### src/design/dcotd_pkg.sv
`timescale 1ns / 1ps
package dcotd_pkg;

	localparam int QueueDepthDefault = 4;

	localparam logic [2:0] StOk        = 3'd0;
	localparam logic [2:0] StBadFormat = 3'd1;
	localparam logic [2:0] StNegName   = 3'd2;
	localparam logic [2:0] StBadPtr    = 3'd3;
	localparam logic [2:0] StEarlyEnd  = 3'd4;
	localparam logic [2:0] StTrailing  = 3'd5;

	localparam logic [31:0] FormatWord = 32'd2;

	typedef struct packed {
		logic [7:0] data_byte;
		logic       end_of_file;
	} in_item_t;

	typedef struct packed {
		logic        item_kind;
		logic [63:0] entry_id;
		logic [63:0] entry_offset;
		logic [2:0]  status_code;
		logic        final_item;
	} out_item_t;

	typedef struct packed {
		logic        is_status;
		logic        final_item;
		logic [63:0] entry_id;
		logic [63:0] raw;
		logic [3:0]  hi_nibble;
		logic [30:0] pointer_size;
		logic [2:0]  status_code;
	} cmd_t;

	function automatic logic [3:0] kind_len(input logic [3:0] k);
		logic [3:0] r;
		unique case (k)
			4'd0: r = 4'd8;
			4'd2, 4'd3: r = 4'd1;
			4'd4, 4'd5, 4'd6: r = 4'd2;
			4'd7: r = 4'd4;
			default: r = 4'd0;
		endcase
		return r;
	endfunction

	function automatic logic [63:0] kind_apply(input logic [3:0] k, input logic [63:0] p,
			input logic [63:0] v);
		logic [63:0] r;
		unique case (k)
			4'd0, 4'd6, 4'd7: r = v;
			4'd1: r = p + 64'd1;
			4'd2, 4'd4: r = p + v;
			4'd3, 4'd5: r = p - v;
			default: r = p;
		endcase
		return r;
	endfunction

endpackage

### src/design/dcotd_queue.sv
`timescale 1ns / 1ps
module dcotd_queue #(
	parameter int Depth = dcotd_pkg::QueueDepthDefault
) (
	input  logic            clk,
	input  logic            arst_n,
	input  logic            push,
	input  dcotd_pkg::cmd_t push_cmd,
	output logic            full,
	output logic            head_valid,
	output dcotd_pkg::cmd_t head_cmd,
	input  logic            pop
);
	import dcotd_pkg::*;

	localparam int PtrW = (Depth > 1) ? $clog2(Depth) : 1;
	localparam int CntW = $clog2(Depth + 1);

	cmd_t            mem_q [Depth];
	logic [PtrW-1:0] wr_q, rd_q;
	logic [CntW-1:0] cnt_q;

	assign full       = (cnt_q == CntW'(Depth));
	assign head_valid = (cnt_q != '0);
	assign head_cmd   = mem_q[rd_q];

	function automatic logic [PtrW-1:0] nxt(input logic [PtrW-1:0] p);
		return (p == PtrW'(Depth - 1)) ? '0 : p + 1'b1;
	endfunction

	always_ff @(posedge clk) begin
		if (push && !full) mem_q[wr_q] <= push_cmd;
	end

	always_ff @(posedge clk or negedge arst_n) begin
		if (!arst_n) begin
			wr_q <= '0; rd_q <= '0; cnt_q <= '0;
		end else begin
			if (push && !full) wr_q <= nxt(wr_q);
			if (pop && head_valid) rd_q <= nxt(rd_q);
			cnt_q <= cnt_q + CntW'(push && !full) - CntW'(pop && head_valid);
		end
	end

endmodule

### config.mk
export PLATFORM = sky130hd
export DESIGN_NAME = dcotd_queue
export DESIGN_NICKNAME = d
export VERILOG_FILES = /design/src/design/dcotd_pkg.sv /design/src/design/dcotd_queue.sv
export SDC_FILE = /design/constraint.sdc
export NUM_CORES = 1
export LEC_CHECK = 0
export BUFFER_PORTS_ARGS = -buffer_cell sky130_fd_sc_hd__buf_2
export CAP_MARGIN = 20
export CORE_ASPECT_RATIO = 0.7
export CORE_MARGIN = 4
export CORE_UTILIZATION = 57
export DETAILED_ROUTE_END_ITERATION = 7
export GPL_TIMING_DRIVEN = 0
export PLACE_DENSITY = 0.79
export SETUP_SLACK_MARGIN = 0.05
export SLEW_MARGIN = 20
export SYNTH_ARGS = -nofsm -noshare
export SYNTH_HDL_FRONTEND = slang
export SYNTH_SLANG_ARGS = --single-unit
### constraint.sdc
create_clock -name clk -period 6.7 [get_ports clk]
set_input_delay 1.005 -clock clk [delete_from_list [all_inputs] [get_ports clk]]
set_output_delay 1.005 -clock clk [all_outputs]
set_load 0.03 [all_outputs]
* Word-level counts from Yosys, hierarchy flattened *
Memory sizes are Yosys's and may differ from the RTL's.
Cells that the tools add are included.

word-level totals
  input port bits = 172
  bits in latches = 0
  register bits after elaboration = 7
  output and inout bits = 170
  word-level logic and storage cells = 19
  bits in read-only memories = 0
  memory bits (writable) = 672
  memories kept = 1

cells by class
  $lt $le $gt $ge = 0
  bitwise gates (word level) = 0
  multiply operators = 0
  multiplexer cells = 4
  shift-type cells = 0
  reduce and logical (&&, ||, !) cells = 4
  add/sub/neg operators = 4
  div/mod/pow operators = 0
  equal/unequal tests = 3

memory list
  memory  depth  width  read ports  clocked after Yosys merged registers in  write ports  RTL line           text
  mem_q   4      168    1           0                                        1            dcotd_queue.sv:19  cmd_t mem_q [Depth];

operator list
  kind                                         count
  adder 2 x 1 -> 2 bit, second input constant  2
  == test 2 bit, second input constant         2
  2-to-1 mux 2 bit                             2
  adder 3 x 1 -> 3 bit                         1
  == test 3 bit, second input constant         1
  nonzero test 3 bit                           1
  subtractor 3 x 1 -> 3 bit                    1
  logical AND 1 bit                            2
  2-to-1 mux 1 bit                             2
  logical NOT 1 bit                            1

* Longest topological paths before layout *
Gate-level depths: netlist of run 1.

  depth in word-level cells = 5
  gate-level depth with buffers = 10
  gate-level depth less buffers = 9

* Worst setup path after synthesis of run 1 *
OpenSTA, ideal clock, no wires.

  kind = input to register
  from = input push
  to = memory mem_q[3][0] in the netlist's numbering (enable)
  data arrival time = 4.903 ns
  data required time = 6.151 ns
  path buffers = 0
  stages on the path = 1
  setup slack = 1.248 ns
  cell sequence = and3_1

on the way
  longest elaborated chain between the ends = 3

RTL lines
  item                                    RTL line           text
  start, declared                         dcotd_queue.sv:7   input logic push,
  logical AND 1 bit                       dcotd_queue.sv:32  if (push && !full) mem_q[wr_q] <= push_cmd;
  2-to-1 mux 1 bit                        dcotd_queue.sv:32
  2-to-1 mux 1 bit (implied by the code)  dcotd_queue.sv:32
  end, declared                           dcotd_queue.sv:19

No other way between the ends.

==> results of run 1 <==
-- power by group through the flow --
| stage | logic [mW] | clock network, mW | registers [mW] |
|---|---|---|---|
| finish | 5.07 | 3.23 | 5.77 |
| global route | 5.36 | 3.49 | 5.83 |
| CTS | 5.18 | 3.29 | 5.78 |
| detailed placement | 5.15 | 0 | 5.85 |
| global placement | 4.94 | 0 | 6.08 |
| floorplan | 3.56 | 0 | 5.93 |
-- per-stage QoR --
stage / cells / setup TNS, ps
after floorplan: 922 / 0
after global placement: 1815 / -1183770
after detailed placement: 1828 / 0
after CTS: 1935 / 0
after global routing: 1938 / 0
final: 1944 / 0
-- synth_stat cells (2+ instances only) --
cell	instances	share of area [%]
and3_1	4	0.10
buf_2	20	0.41
buf_6	12	0.55
clkbuf_1	6	0.091
dfrtp_1	7	0.71
edfxtp_1	672	82
ha_1	7	0.35
inv_1	7	0.11
mux2_2	2	0.091
mux4_2	168	15
nand2_1	2	0.030
xnor2_1	2	0.071
-- sequential cells by signal, summed over array words and instances, names as in the netlist --
name	flops
cnt_q	3
mem_q	672
wr_q	2
rd_q	2
-- critical path: stages, from the launching register on --
cell,delay [ps]
dfrtp_1,340
buf_2,260
buf_2,340
buf_2,350
mux4_2,420
buf_2,210
-- how the worst min path moves through the flow --
| stage | to | slack (ps) |
|---|---|---|
| floorplan | wr_q[1] | 540 |
| global placement | wr_q[1] | 570 |
| detailed placement | wr_q[1] | 610 |
| CTS | rd_q[0] | 220 |
| global route | wr_q[0] | 220 |
| finish | wr_q[1] | 250 |
-- cell families after synthesis --
| kind of cell | after synthesis | share of synthesized area, % |
|---|---|---|
| flip-flops | 679 | 82.43 |
| multiplexers | 170 | 15.41 |
| buffers and inverters | 46 | 1.181 |
| AND/OR/NAND/NOR | 14 | 0.3750 |
| adder cells (fa/ha/maj) | 8 | 0.4357 |
| AO/OA/AOI/OAI | 3 | 0.09630 |
| XOR/XNOR | 2 | 0.07095 |
-- final cells by class --
cell class	instances	area (um^2)
diodes	9	22.52
plain buffers	39	265.3
clock buffers	73	1572
clock inverters	34	266.5
fillers	2534	13240
inverters	7	26.28
multi-input cells	197	4068
flip-flops and latches	679	20350
well taps	552	690.7
repair buffers	354	2057
-- per-layer routing --
layer  global-route usage [%]  vias to the layer above
li1                         -                     4856
met1                    29.48                     5918
met2                    35.01                      452
met3                    4.980                      111
met4                    5.430                       12
met5                        0                        -
==> flow_metrics.tcl, run 1 <==
set metrics [dict create \
    cts_setup_buffers 0 \
    viasPerCell 5.838 \
    swShare_pct 34.50 \
    fmax_ghz 0.2847 \
    met1Wirelength_um 19290 \
    p_sw_mw 4.853 \
    rsz0062_at_grt "no" \
    ctsHtreeMaxLevel 2 \
    clkPwrFrac_pct 22.9 \
    path_clk_slew_ps 60 \
    netlist_instances 922 \
    total_power_mw 14.07 \
    cp-start-kind "flip-flop" \
    max_slew.worst_pin.slew_ps 682.7 \
    setup_slack_ps 3188 \
    nets 1516 \
    gp_congestion 0.7224 \
    ys_ff_latch 679 \
    grt_max_degree 49 \
    port_buffers 341 \
    grt_pass1_vias 11960 \
    final_cell_area_mm2 0.02932 \
    initialDrtViolationCount 875 \
    worstSetupStartpoint "rd_q[1]" \
    ff2ff_setup_slack_ps 4090 \
    io_pins 342 \
    ys_types 25 \
    hpwl_um 30970 \
    most-common-layout-cells "edfxtp_1, buf_2, mux4_2" \
    finalSetupViolations 0 \
    cts_buffers 58 \
    die_w_um 256.8 \
    cts_tree "built" \
    r2r_cells 5 \
    drive_gt1_share_pct 46.42 \
    postPlaceCellArea_mm2 0.02746 \
    syn_area_mm2 0.02469 \
    r2r-start "cnt_q[1]" \
    ir_drop_uv 387.2 \
    required_ps 5690 \
    r2r-end "mem_q[1][84]" \
    clock_sinks 679 \
    slew_headroom_pct 54.49 \
    hold_ws_ps 250.3 \
    row_count 63 \
    ctsResizeCount 0 \
    synth.avg_cell_area_um2 26.78 \
    wl_met3_um 3698 \
    finalClockSkew_ps 12.14 \
    ys.flop_type "edfxtp_1" \
    yosysSeqAreaShare_pct 82.43 \
    pwr-share-comb_pct 36.0 \
    synth_nets 1102 \
    outcome "complete, no violations" \
    power.internal_mw 9.214 \
    synthArstFlopShare_pct 1.031 \
    antenna_found_initial 14 \
    leakage_nw 9.999 \
    drt-pass1-iter-count 5 \
    initial_utilization_pct 58.01 \
    track_usage_pct 21.21 \
    post-route-min-period_ps 3512 \
    drt-total-wl_um 49350 \
    fin_crit_sh_pct 52.42 \
    power_density_mw_per_mm2 479.8 \
    hp-class "in2async" \
    hold_violations 0 \
    routed.top_layer "met5" \
    drcViolationCount 0 \
    synth_edf_count 672 \
    power_frac_seq_pct 41.0 \
    ant_nets 0 \
    slew_violations 0 \
    grt_pass1_wl_um 74980 \
    wl_per_cell_um 25.39 \
    layout_commonest_cell "edfxtp_1" \
    root_buffer "clkbuf_16" \
    dp_slack_ps 3716 \
    crit_path_end_kind "output port" \
    die_y_um 182.1 \
    fin_util_pct 68.89 \
    crit_arrival_ps 2510 \
    insertion_delay_ps 580 \
    core_area_mm2 0.04257 \
    clk_path_buf_depth 3 \
    yosys_warnings 0 \
    crit_type "reg2out" \
    overflow 0 \
    cts_hold_buf 0 \
    cap_violations 0 \
    num_vias 11350 \
    dr_wl_met2_um 24970 \
    endpoint "head_cmd[67]" \
    die-area_mm2 0.04677 \
    area_growth_pct 18.74 \
    cp_max_fo 10 \
]
(Power assumes the default switching activity.)
==> run 2, diff against run 1 <==
Clock period 6.7 ns to 3.4 ns, I/O delays scaled along.
==> flow_metrics.tcl, run 2 (synthesis gave the netlist of run 1 again) <==
set metrics [dict create \
    crit_family "buffers and inverters" \
    cp_common_cell "buf_2" \
    r2r_cells 10 \
    largest_reg_flops 672 \
    r2r-end "cnt_q[2]" \
    fmax_ghz 0.3357 \
    initialDrtViolationCount 862 \
    row_count 63 \
    cp_max_fo 10 \
    crit_slowest_cell "buf_2" \
    ant_nets 0 \
    root_buffer "clkbuf_16" \
    finalSetupViolations 0 \
    crit_buf_inv 4 \
    crit_arrival_ps 2470 \
    ir_drop_uv 687.7 \
    crit_chain "buf_2, buf_2, buf_2, mux4_2, buf_2" \
    overflow 0 \
    hpwl_um 31380 \
    drt-pass1-iter-count 5 \
    crit_path_end_kind "output port" \
    required_ps 2890 \
    power_density_mw_per_mm2 951.0 \
    slew_headroom_pct 54.66 \
    track_usage_pct 20.76 \
    area_growth_pct 19.39 \
    cp-start-kind "flip-flop" \
    port_buffers 341 \
    endpoint "head_cmd[57]" \
    cts_tree "built" \
    most-common-layout-cells "edfxtp_1, buf_2, mux4_2" \
    initial_utilization_pct 58.01 \
    leakage_nw 10.07 \
    crit_path_max_incr_delay_ps 370 \
    path_clk_slew_ps 70 \
    post-route-min-period_ps 2979 \
    cp_num_cells 5 \
    core_area_mm2 0.04257 \
    drt-total-wl_um 48440 \
    grt_pass1_vias 11670 \
    antenna_found_initial 15 \
    die_y_um 182.1 \
    ff2ff_setup_slack_ps 950 \
    max_slew.worst_pin.slew_ps 680.1 \
    hold_ws_ps 145.0 \
    die_w_um 256.8 \
    wl_per_cell_um 24.87 \
    cap_violations 0 \
    clk_path_buf_depth 3 \
    insertion_delay_ps 570 \
    grt_pass1_wl_um 73470 \
    hold_violations 0 \
    rsz0062_at_grt "no" \
    outcome "complete, no violations" \
    nets 1522 \
    fin_crit_sh_pct 87.62 \
    die-area_mm2 0.04677 \
    worstSetupStartpoint "rd_q[1]" \
    crit_type "reg2out" \
    hp-class "in2reg" \
    clock_sinks 679 \
    layout_commonest_cell "edfxtp_1" \
    grt_max_degree 48 \
    drcViolationCount 0 \
    viasPerCell 5.783 \
    max_flop_register "mem_q" \
    r2r-start "cnt_q[1]" \
    gp_congestion 0.7271 \
    cts_buffers 60 \
    fin_util_pct 69.26 \
    ctsHtreeMaxLevel 2 \
    io_pins 342 \
    reg_top3 "mem_q (672), cnt_q (3)" \
    num_vias 11270 \
    finalClockSkew_ps 8.347 \
    slew_violations 0 \
    drive_gt1_share_pct 46.62 \
]
-- run 2: cell types whose count changed in the layout (fill, tap and decap cells not counted) --
| cell | before | now |
|---|---|---|
| clkinv_2 | 11 | 9 |
| buf_16 | 12 | 9 |
| dlygate4sd3_1 | 0 | 1 |
| buf_12 | 1 | 7 |
| clkbuf_1 | 18 | 19 |
| diode_2 | 9 | 6 |
| inv_6 | 0 | 1 |
| clkinv_1 | 14 | 13 |
| bufinv_16 | 4 | 8 |
-- run 2: final cells by class --
type	instances	area (um^2)
flip-flops and latches	679	20350
fillers	2521	13090
multi-input cells	197	4068
repair buffers	358	2105
clock buffers	74	1575
well taps	552	690.7
clock inverters	36	381.6
plain buffers	39	265.3
inverters	7	26.28
diodes	6	15.01
-- run 2: how the worst min path moves through the flow --
stage,start,end,slack [ps],cells past startpoint
floorplan,arst_n,cnt_q[0],210,0
global placement,arst_n,wr_q[1],350,1
detailed placement,arst_n,wr_q[1],360,1
CTS,push_cmd[123],mem_q[2][123],110,1
global route,push_cmd[136],mem_q[0][136],110,1
finish,push_cmd[4],mem_q[3][4],150,1
-- run 2: per-layer routing --
layer  routed length (um)  part of all wire [%]  global-route usage, %
met1                19330                    40                  29.49
met2                24300                    50                  33.55
met3                 3740                   7.7                  5.521
met4                  961                   2.0                  4.427
met5                  105                  0.22                      0
-- run 2: repair_timing --
item,in CTS,in global routing
hold buffers,1,0
endpoints found under the hold margin,7,0
resized for setup,0,0
buffers inserted,0,0
-- run 2: stage by stage --
step	setup TNS, ps	cells	total power, mW	setup WS [ps]	area, um^2
after CTS	0	1942	28.41	315.7	29470
after global routing	0	1944	29.28	282.7	29470
after global placement	-989980	1815	21.43	-1506	27100
after floorplan	0	922	18.53	111.6	24700
after detailed placement	0	1831	21.68	955.2	27500
final	0	1948	28.04	421.1	29480
-- run 2: report_power, final --
| part | internal, mW | leakage (nW) | switching, mW | total, mW |
|---|---|---|---|---|
| clock network | 3.89 | 0.945 | 2.82 | 6.70 |
| logic | 3.62 | 2.89 | 6.37 | 9.99 |
| registers | 11.0 | 6.24 | 0.356 | 11.3 |
| total | 18.5 | 10.1 | 9.54 | 28.0 |
