### src/design/dcotd_pkg.sv
`timescale 1ns / 1ps
package dcotd_pkg;

	localparam int QueueDepthDefault = 4;

	localparam logic [2:0] StOk        = 3'd0;
	localparam logic [2:0] StBadFormat = 3'd1;
	localparam logic [2:0] StNegName   = 3'd2;
	localparam logic [2:0] StBadPtr    = 3'd3;
	localparam logic [2:0] StEarlyEnd  = 3'd4;
	localparam logic [2:0] StTrailing  = 3'd5;

	localparam logic [31:0] FormatWord = 32'd2;

	typedef struct packed {
		logic [7:0] data_byte;
		logic       end_of_file;
	} in_item_t;

	typedef struct packed {
		logic        item_kind;
		logic [63:0] entry_id;
		logic [63:0] entry_offset;
		logic [2:0]  status_code;
		logic        final_item;
	} out_item_t;

	typedef struct packed {
		logic        is_status;
		logic        final_item;
		logic [63:0] entry_id;
		logic [63:0] raw;
		logic [3:0]  hi_nibble;
		logic [30:0] pointer_size;
		logic [2:0]  status_code;
	} cmd_t;

	function automatic logic [3:0] kind_len(input logic [3:0] k);
		logic [3:0] r;
		unique case (k)
			4'd0: r = 4'd8;
			4'd2, 4'd3: r = 4'd1;
			4'd4, 4'd5, 4'd6: r = 4'd2;
			4'd7: r = 4'd4;
			default: r = 4'd0;
		endcase
		return r;
	endfunction

	function automatic logic [63:0] kind_apply(input logic [3:0] k, input logic [63:0] p,
			input logic [63:0] v);
		logic [63:0] r;
		unique case (k)
			4'd0, 4'd6, 4'd7: r = v;
			4'd1: r = p + 64'd1;
			4'd2, 4'd4: r = p + v;
			4'd3, 4'd5: r = p - v;
			default: r = p;
		endcase
		return r;
	endfunction

endpackage

### src/design/dcotd_back.sv
`timescale 1ns / 1ps
module dcotd_back (
	input  logic               clk,
	input  logic               arst_n,
	input  logic               head_valid,
	input  dcotd_pkg::cmd_t    head_cmd,
	output logic               pop,
	output logic               result_valid,
	input  logic               result_stall,
	output dcotd_pkg::out_item_t result_data
);
	import dcotd_pkg::*;

	localparam logic [2:0] B_IDLE  = 3'd0;
	localparam logic [2:0] B_DIV   = 3'd1;
	localparam logic [2:0] B_APPLY = 3'd2;
	localparam logic [2:0] B_MLO   = 3'd3;
	localparam logic [2:0] B_MHI   = 3'd4;
	localparam logic [2:0] B_SUM   = 3'd5;
	localparam logic [2:0] B_OUT   = 3'd6;

	logic [2:0]  state_q;
	cmd_t        cmd_q;
	logic        scaled_q;
	logic [63:0] prev_off_q;
	logic [63:0] quo_q;
	logic [30:0] rem_q;
	logic [5:0]  cnt_q;
	logic [63:0] acc_q;
	logic [62:0] mlo_q;
	logic [31:0] mhi_q;
	out_item_t   res_q;

	logic [31:0] rem_sh;
	logic        ge;
	logic [61:0] mhi_full;
	logic [63:0] off_sum;

	assign pop          = (state_q == B_IDLE) & head_valid;
	assign result_valid = (state_q == B_OUT);
	assign result_data  = res_q;
	assign rem_sh       = {rem_q, quo_q[63]};
	assign ge           = rem_sh >= {1'b0, cmd_q.pointer_size};
	assign mhi_full     = acc_q[63:32] * cmd_q.pointer_size;
	assign off_sum      = {1'b0, mlo_q} + {mhi_q, 32'd0};

	always_ff @(posedge clk) begin
		unique case (state_q)
			B_IDLE: if (head_valid) begin
				cmd_q <= head_cmd;
				scaled_q <= head_cmd.hi_nibble[3] && (head_cmd.pointer_size != 31'd0);
				quo_q <= prev_off_q;
				rem_q <= 31'd0;
				cnt_q <= 6'd0;
				res_q.item_kind <= head_cmd.is_status;
				res_q.entry_id <= head_cmd.is_status ? 64'd0 : head_cmd.entry_id;
				res_q.entry_offset <= 64'd0;
				res_q.status_code <= head_cmd.is_status ? head_cmd.status_code : StOk;
				res_q.final_item <= head_cmd.final_item;
			end
			B_DIV: begin
				rem_q <= ge ? 31'(rem_sh - {1'b0, cmd_q.pointer_size}) : rem_sh[30:0];
				quo_q <= {quo_q[62:0], ge};
				cnt_q <= cnt_q + 6'd1;
			end
			B_APPLY: begin
				acc_q <= kind_apply({1'b0, cmd_q.hi_nibble[2:0]}, quo_q, cmd_q.raw);
				if (!scaled_q)
					res_q.entry_offset <= kind_apply({1'b0, cmd_q.hi_nibble[2:0]}, quo_q,
						cmd_q.raw);
			end
			B_MLO: mlo_q <= acc_q[31:0] * cmd_q.pointer_size;
			B_MHI: mhi_q <= mhi_full[31:0];
			B_SUM: res_q.entry_offset <= off_sum;
			default: ;
		endcase
	end

	always_ff @(posedge clk or negedge arst_n) begin
		if (!arst_n) begin
			state_q <= B_IDLE;
			prev_off_q <= 64'd0;
		end else begin
			unique case (state_q)
				B_IDLE: if (head_valid) begin
					if (head_cmd.is_status) begin
						prev_off_q <= 64'd0;
						state_q <= B_OUT;
					end else if (head_cmd.hi_nibble[3] && head_cmd.pointer_size != 31'd0)
						state_q <= B_DIV;
					else state_q <= B_APPLY;
				end
				B_DIV: if (cnt_q == 6'd63) state_q <= B_APPLY;
				B_APPLY: begin
					if (scaled_q) state_q <= B_MLO;
					else begin
						prev_off_q <= kind_apply({1'b0, cmd_q.hi_nibble[2:0]}, quo_q,
							cmd_q.raw);
						state_q <= B_OUT;
					end
				end
				B_MLO: state_q <= B_MHI;
				B_MHI: state_q <= B_SUM;
				B_SUM: begin
					prev_off_q <= off_sum;
					state_q <= B_OUT;
				end
				B_OUT: if (!result_stall) state_q <= B_IDLE;
				default: state_q <= B_IDLE;
			endcase
		end
	end

	a_div_nonzero: assert property (@(posedge clk) disable iff (!arst_n)
		(state_q == B_DIV) |-> (cmd_q.pointer_size != 31'd0))
		else $error("divide with zero pointer size");
	a_status_final: assert property (@(posedge clk) disable iff (!arst_n)
		(result_valid && res_q.item_kind) |-> res_q.final_item)
		else $error("status transaction not final");
	a_status_clears: assert property (@(posedge clk) disable iff (!arst_n)
		(pop && head_cmd.is_status) |=> (prev_off_q == 64'd0))
		else $error("offset history not cleared at status");

endmodule

### config.mk
export PLATFORM = sky130hd
export DESIGN_NAME = dcotd_back
export DESIGN_NICKNAME = d
export VERILOG_FILES = /design/src/design/dcotd_pkg.sv /design/src/design/dcotd_back.sv
export SDC_FILE = /design/constraint.sdc
export NUM_CORES = 2
export LEC_CHECK = 0
export ABC_AREA = 1
export BUFFER_PORTS_ARGS = -buffer_cell sky130_fd_sc_hd__clkbuf_2
export CORE_MARGIN = 1
export CORE_UTILIZATION = 45
export DETAILED_ROUTE_END_ITERATION = 10
export GPL_ROUTABILITY_DRIVEN = 0
export HOLD_SLACK_MARGIN = 0.05
export PLACE_DENSITY = 0.59
export RECOVER_POWER = 50
export SYNTH_ARGS = -nofsm -noshare
export SYNTH_HDL_FRONTEND = slang
export SYNTH_SLANG_ARGS = --single-unit
### constraint.sdc
create_clock -name clk -period 15.75 [get_ports clk]
set_input_delay 3.15 -clock clk [delete_from_list [all_inputs] [get_ports clk]]
set_output_delay 3.15 -clock clk [all_outputs]
set_load 0.01 [all_outputs]
# --- Word-level counts from Yosys, hierarchy flattened ---
# Index checks and enable logic that the tools add are counted.
# Widths: inputs -> output; s select.
classes:
  reduce_logical: 14
  div_mod_pow: 0
  mux: 22
  eq_ne: 19
  n_shift: 0
  order_cmp: 1
  addsub: 6
  bitwise: 1
  n_mul: 2
ops:
  columns: ["cell", "n"]
  rows:
  - ["$pmux 64 s3", 2]
  - ["$mux 64", 4]
  - ["$pmux 64 s4", 1]
  - ["$pmux 64 s2", 1]
  - ["$mux 68", 1]
  - ["$add 63x64->64", 1]
  - ["$add 64x1->64 const B", 1]
  - ["$add 64x64->64", 1]
  - ["$sub 64x64->64", 1]
  - ["$mul 32x31->63", 1]
  - ["$mux 31", 2]
  - ["$pmux 31 s2", 1]
  - ["$ge 32x31->1", 1]
  - ["$mul 32x31->32", 1]
  - ["$reduce_bool 31->1", 1]
  - ["$sub 31x31->31", 1]
  - ["$eq 3x3->1 const B", 7]
  - ["$pmux 3 s7", 1]
  - ["$mux 3", 6]
  - ["$eq 3x2->1 const B", 4]
  - ["$pmux 6 s2", 1]
  - ["$ne 2x2->1 const B", 5]
  - ["$add 6x1->6 const B", 1]
  - ["$eq 3x1->1 const B", 2]
  - ["other kinds (13)", 17]
word_totals:
  ram_bits: 0
  elab_cells: 82
  mem_bits_ro: 0
  latchBits: 0
  ff_bits: 559
  in_bits: 172
  memories: 0

# --- Longest topological paths before layout ---
depth:
  ltp_word: 6
  ltp_mapped: 34
  mapped_depth_nobuf: 33

# --- Least setup slack after synthesis ---
# Ideal clock, no wire load.
synth_path:
  path_kind: "input-to-output"
  from: "input head_valid"
  to: "output pop"
  setup_slack_ns: 2.341
  t_arrival_ns: 10.259
  stages: 2
  n_path_buf: 0
  path_cell_list: "inv_1 -> nor2_1"
synth_between:
  elab_chain_len: 1
synth_rtl:
  columns: ["item", "line", "source"]
  rows:
  - ["start: declaration", "dcotd_back.sv:5", "input logic head_valid,"]
  - ["$and 1x1->1", "dcotd_back.sv:39", "assign pop = (state_q == B_IDLE) & head_valid;"]
  - ["end: declaration", "dcotd_back.sv:7", "output logic pop,"]
# Every way passes these cells.

# --- Worst setup path in the final report ---
layout_path:
  from: "register cmd_q[34] in the netlist's numbering"
  to: "register res_q, in the netlist result_data[29] (data pin)"
layout_between:
  elab_chain_len: 5
  elab_cells_between_ends: 14
layout_rtl:
  columns: ["item", "line", "source"]
  rows:
  - ["start: declaration", "dcotd_back.sv:23", "cmd_t cmd_q;"]
  - ["start signal: assignment", "dcotd_back.sv:50", "cmd_q <= head_cmd;"]
  - ["$eq 3x3->1 (tied with other cells)", "dcotd_pkg.sv:53", "unique case (k)"]
  - ["$reduce_or 3->1 / $reduce_or 2->1 (equally long branches)", "dcotd_pkg.sv:53", null]
  - ["$pmux 64 s4 *", "dcotd_pkg.sv:53", null]
  - ["$mux 64 *", "dcotd_back.sv:68", "if (!scaled_q)"]
  - ["$pmux 64 s3 *", "dcotd_back.sv:48", "unique case (state_q)"]
  - ["end: declaration", "dcotd_back.sv:32", "out_item_t res_q;"]
# Every way passes the cells marked *; elsewhere a longest branch is shown, timed or not. The select of a mux whose other input is x is not followed.
# A chain may end at the register's enable or synchronous reset.

==> summary.md <==
| Metric | Value |
|---|---|
| Status | complete, but fails checks |
| Violations in the final reports | capacitance limit, slew limit |
| WL met1 | 105000 µm |
| Clock slew at reported path FFs | 0.06 ns |
| Max-cap violations | 18 |
| Critical-path maximum fanout | 51 |
| XOR/XNOR Fraction of Synth Area | 2.13% |
| Multi-input logic area | 53000 µm² |
| WL met2 | 117000 µm |
| DR DRC count | 0 |
| Worst-Skew Late Latency | 0.75 ns |
| Slew Viols, Final | 911 |
| CTS Buffer Depth | 3 |
| Highest routed layer | met5 |
| Top_reg_cell synth | edfxtp_1 |
| Hold depth | 2 |
| Crit path to | result_data[29]$_DFFE_PP_ |
| Critical R2R Capture | result_data[29]$_DFFE_PP_ |
| Most frequent CP cell | nand2_1 |
| Initial DRT Pass Iterations | 6 |
| Slowest Stage Delay on Critical Path | 1.68 ns |
| Hold Crit Class | reg2reg |
| Max frequency | 108 MHz |
| P&R area growth vs syn | 7.44% |
| Core Rows | 154 |
| Main combinational cell family by area after synthesis | adder cells |
| Die boundary width | 425 µm |
| Largest net degree at the start of global routing | 99 |
| First element of the critical path | cmd_q[34]$_DFFE_PP_ |
| DP HPWL | 198000 µm |
| Distinct cells, synth | 61 |
| DR vias | 65533 |
| Layout Nets | 11960 |
| Synth Cell Area | 80500 µm² |
| Setup violators final | 0 |
| Crit path time final | 9.28 ns |
| R2R cell count | 12 |
| Clk_skew | 0.0790 ns |
| Mux share of post-synthesis cell area | 0% |
| Syn Inst Count | 9930 |
| CTS Root Cell | clkbuf_16 |
| GRT overflow | 0 |
| Ys async rst share | 12.0% |
| Compound-Gate Fraction of Synth Area | 6.61% |
| Post-synth top area share | 31.8% |
| Vias in the first global route | 68748 |
| Share of layout cells above drive strength 1 | 5.18% |
| Slew margin rel. | -175% |
| Adder-Cell Fraction of Synth Area | 39.6% |
| Slowest cell on the critical path | clkbuf_1 |
| # fillers | 17252 |
| Max VDD drop | 0.0000898 V |
| Synth area leader | fa_1 |
| Die footprint | 181000 µm² |
| Critical-path cell list | clkbuf_1 > inv_1 > nand3_1 > nand2_1 > inv_1 > nand2_1 > clkinvlp_2 > nand2_1 > inv_1 > nand2_1 > nand3_1 > nand2_1 |
| Mapped Nets | 11883 |
| Power Density | 39.4 nW/µm² |
| Startpoint types | flop |
| Yosys reg bits | 559 |
| Top-level I/O count | 307 |
| CTS Sinks | 559 |
| CTS tree | built |
| DR WL met3 | 21500 µm |
| DIE HEIGHT | 425 µm |
| First-pass GRT wire length | 397000 µm |
| Post-synth EDFFs | 492 |
| PostCTS Resize Cnt | 0 |
| CP Capture Type | flop |
| Critical R2R Launch | cmd_q[34]$_DFFE_PP_ |
| Postcts setup bufs | 0 |
| Fin crit share | 58.9% |
| LEAKAGE | 46.6 nW |
| DR iter-0 viols | 5668 |
| Setup_tns | 0 ns |
| Port Buf Inserts | 306 |
| Tot GR Track Use | 28.6% |
| CP Data Arrival Time | 9.64 ns |
| CP Data Required Time | 16.11 ns |
| Sequential-to-total area share from yosys stat | 20.4% |
| Register area | 16500 µm² |
| Routed len/inst | 20.4 µm |
| Setup CP Type | reg2reg |
| Final Util | 48.9% |
| Cts hold-fix bufs | 0 |
| Initial antenna violation count | 4 |
| Area of the core | 177000 µm² |
| Synth top area cells | fa_1, edfxtp_1, nand2_1 |
| Via/cell ratio | 5.28 |
| Detailed Route WL | 254000 µm |
| Fin. Hold Viols | 0 |
| CTS H-Tree Depth | 3 |
| Syn Area/Cell | 8.11 µm² |
| Starting Density | 45.5% |
| Synth Warn # | 0 |
| ANT nets after route | 0 |
| Worst Max-Slew Pin Slew | 4.12 ns |
| Synth Area in Simple Gates | 17.5% |
| CTS Buf Count | 70 |
| Hold slack | 0.480 ns |
| R2R setup slack | 6.47 ns |
| Unrepaired setup endpoints after global routing | false |
==> layout make-up <==
type / count / area share, %
diodes: 3 / 0.00868
clock buffers: 83 / 2.13
well taps: 2340 / 3.39
multi-input cells: 6456 / 61.3
inverters: 2509 / 10.9
flip-flops and latches: 559 / 19.0
clock inverters: 46 / 0.709
repair buffers: 411 / 2.57
==> cells in the mapped netlist (9+ instances only) <==
cell type,n
nand2_1,2597
inv_1,2498
fa_1,1278
nor2_1,521
ha_1,503
edfxtp_1,492
a21oi_1,397
o21ai_0,290
clkbuf_1,269
nand3_1,189
xnor2_1,98
xor2_1,95
buf_1,91
nor3_1,82
dfrtp_1,67
a21o_1,39
a31oi_1,37
nand4_1,37
o21a_1,37
nor4_1,33
buf_2,31
o21ai_1,27
o21bai_1,26
nand3b_1,25
o211ai_1,17
a22o_1,15
a21boi_0,13
inv_2,10
buf_4,9
==> worst min path at each step <==
stage          slack [ns]                        from                    endpoint
2_1_floorplan        0.45  prev_off_q[24]$_DFFE_PN0P_  prev_off_q[24]$_DFFE_PN0P_
3_3_place_gp         0.46  prev_off_q[37]$_DFFE_PN0P_  prev_off_q[37]$_DFFE_PN0P_
3_5_place_dp         0.47  prev_off_q[40]$_DFFE_PN0P_  prev_off_q[40]$_DFFE_PN0P_
4_1_cts              0.48  prev_off_q[34]$_DFFE_PN0P_  prev_off_q[34]$_DFFE_PN0P_
5_1_grt              0.50  prev_off_q[41]$_DFFE_PN0P_  prev_off_q[41]$_DFFE_PN0P_
6_report             0.48  prev_off_q[32]$_DFFE_PN0P_  prev_off_q[32]$_DFFE_PN0P_
==> state kept, by name, summed over array words and instances (netlist names) <==
signal and count:
quo_q 64, scaled_q 1, prev_off_q 64, cnt_q 6
state_q 3, mhi_q 32, acc_q 64, cmd_q 98
rem_q 31, mlo_q 63, result_data 133
==> critical path: cells and delay by family (launching register included) <==
family / cells / cell delay, ns
DFF: 1 / 0.32
and+or+nand+nor: 7 / 3.29
buffers and inverters: 5 / 5.23
==> per-layer routing <==
layer | global-route usage (%) | vias up
li1 | - | 29742
met1 | 38.4 | 32444
met2 | 46.3 | 2821
met3 | 4.96 | 522
met4 | 10.9 | 4
met5 | 0 | -
==> kinds of logic after synthesis <==
group | count (synthesis)
flops | 559
simple gates | 3538
buf+inv | 2915
fa+ha+maj | 1781
compound gates | 943
xor+xnor | 194
==> power breakdown <==
part / internal [W] / total, W / switching (W)
sequential: 0.00160 / 0.00160 / 0.00000225
clock: 0.00102 / 0.00175 / 0.000731
combinational: 0.0000247 / 0.0000571 / 0.0000323
total: 0.00264 / 0.00341 / 0.000766
==> cells in the final DEF (no fill, tap or decap), types with 90 or more instances in the layout <==
cell type,Yosys,routed
edfxtp_1,492,492
xnor2_1,98,98
inv_1,2498,2502
buf_4,9,90
nand3_1,189,189
nor2_1,521,518
ha_1,503,503
xor2_1,95,95
clkbuf_2,0,271
nand2_1,2597,2599
o21ai_0,290,289
a21oi_1,397,398
fa_1,1278,1278
==> per-stage QoR <==
| step | power, W | instances | instance area, µm² | worst slack, ns |
|---|---|---|---|---|
| final | 0.00341 | 12407 | 86500 | 6.47 |
| after global routing | 0.00350 | 12404 | 86500 | 5.96 |
| after CTS | 0.00344 | 12404 | 86600 | 7.35 |
| after detailed placement | 0.00169 | 12275 | 84200 | 7.46 |
| after global placement | 0.00169 | 12275 | 84200 | 7.53 |
| after floorplan | 0.00166 | 9930 | 80500 | 2.34 |
Power figures use the tool's default switching activity.
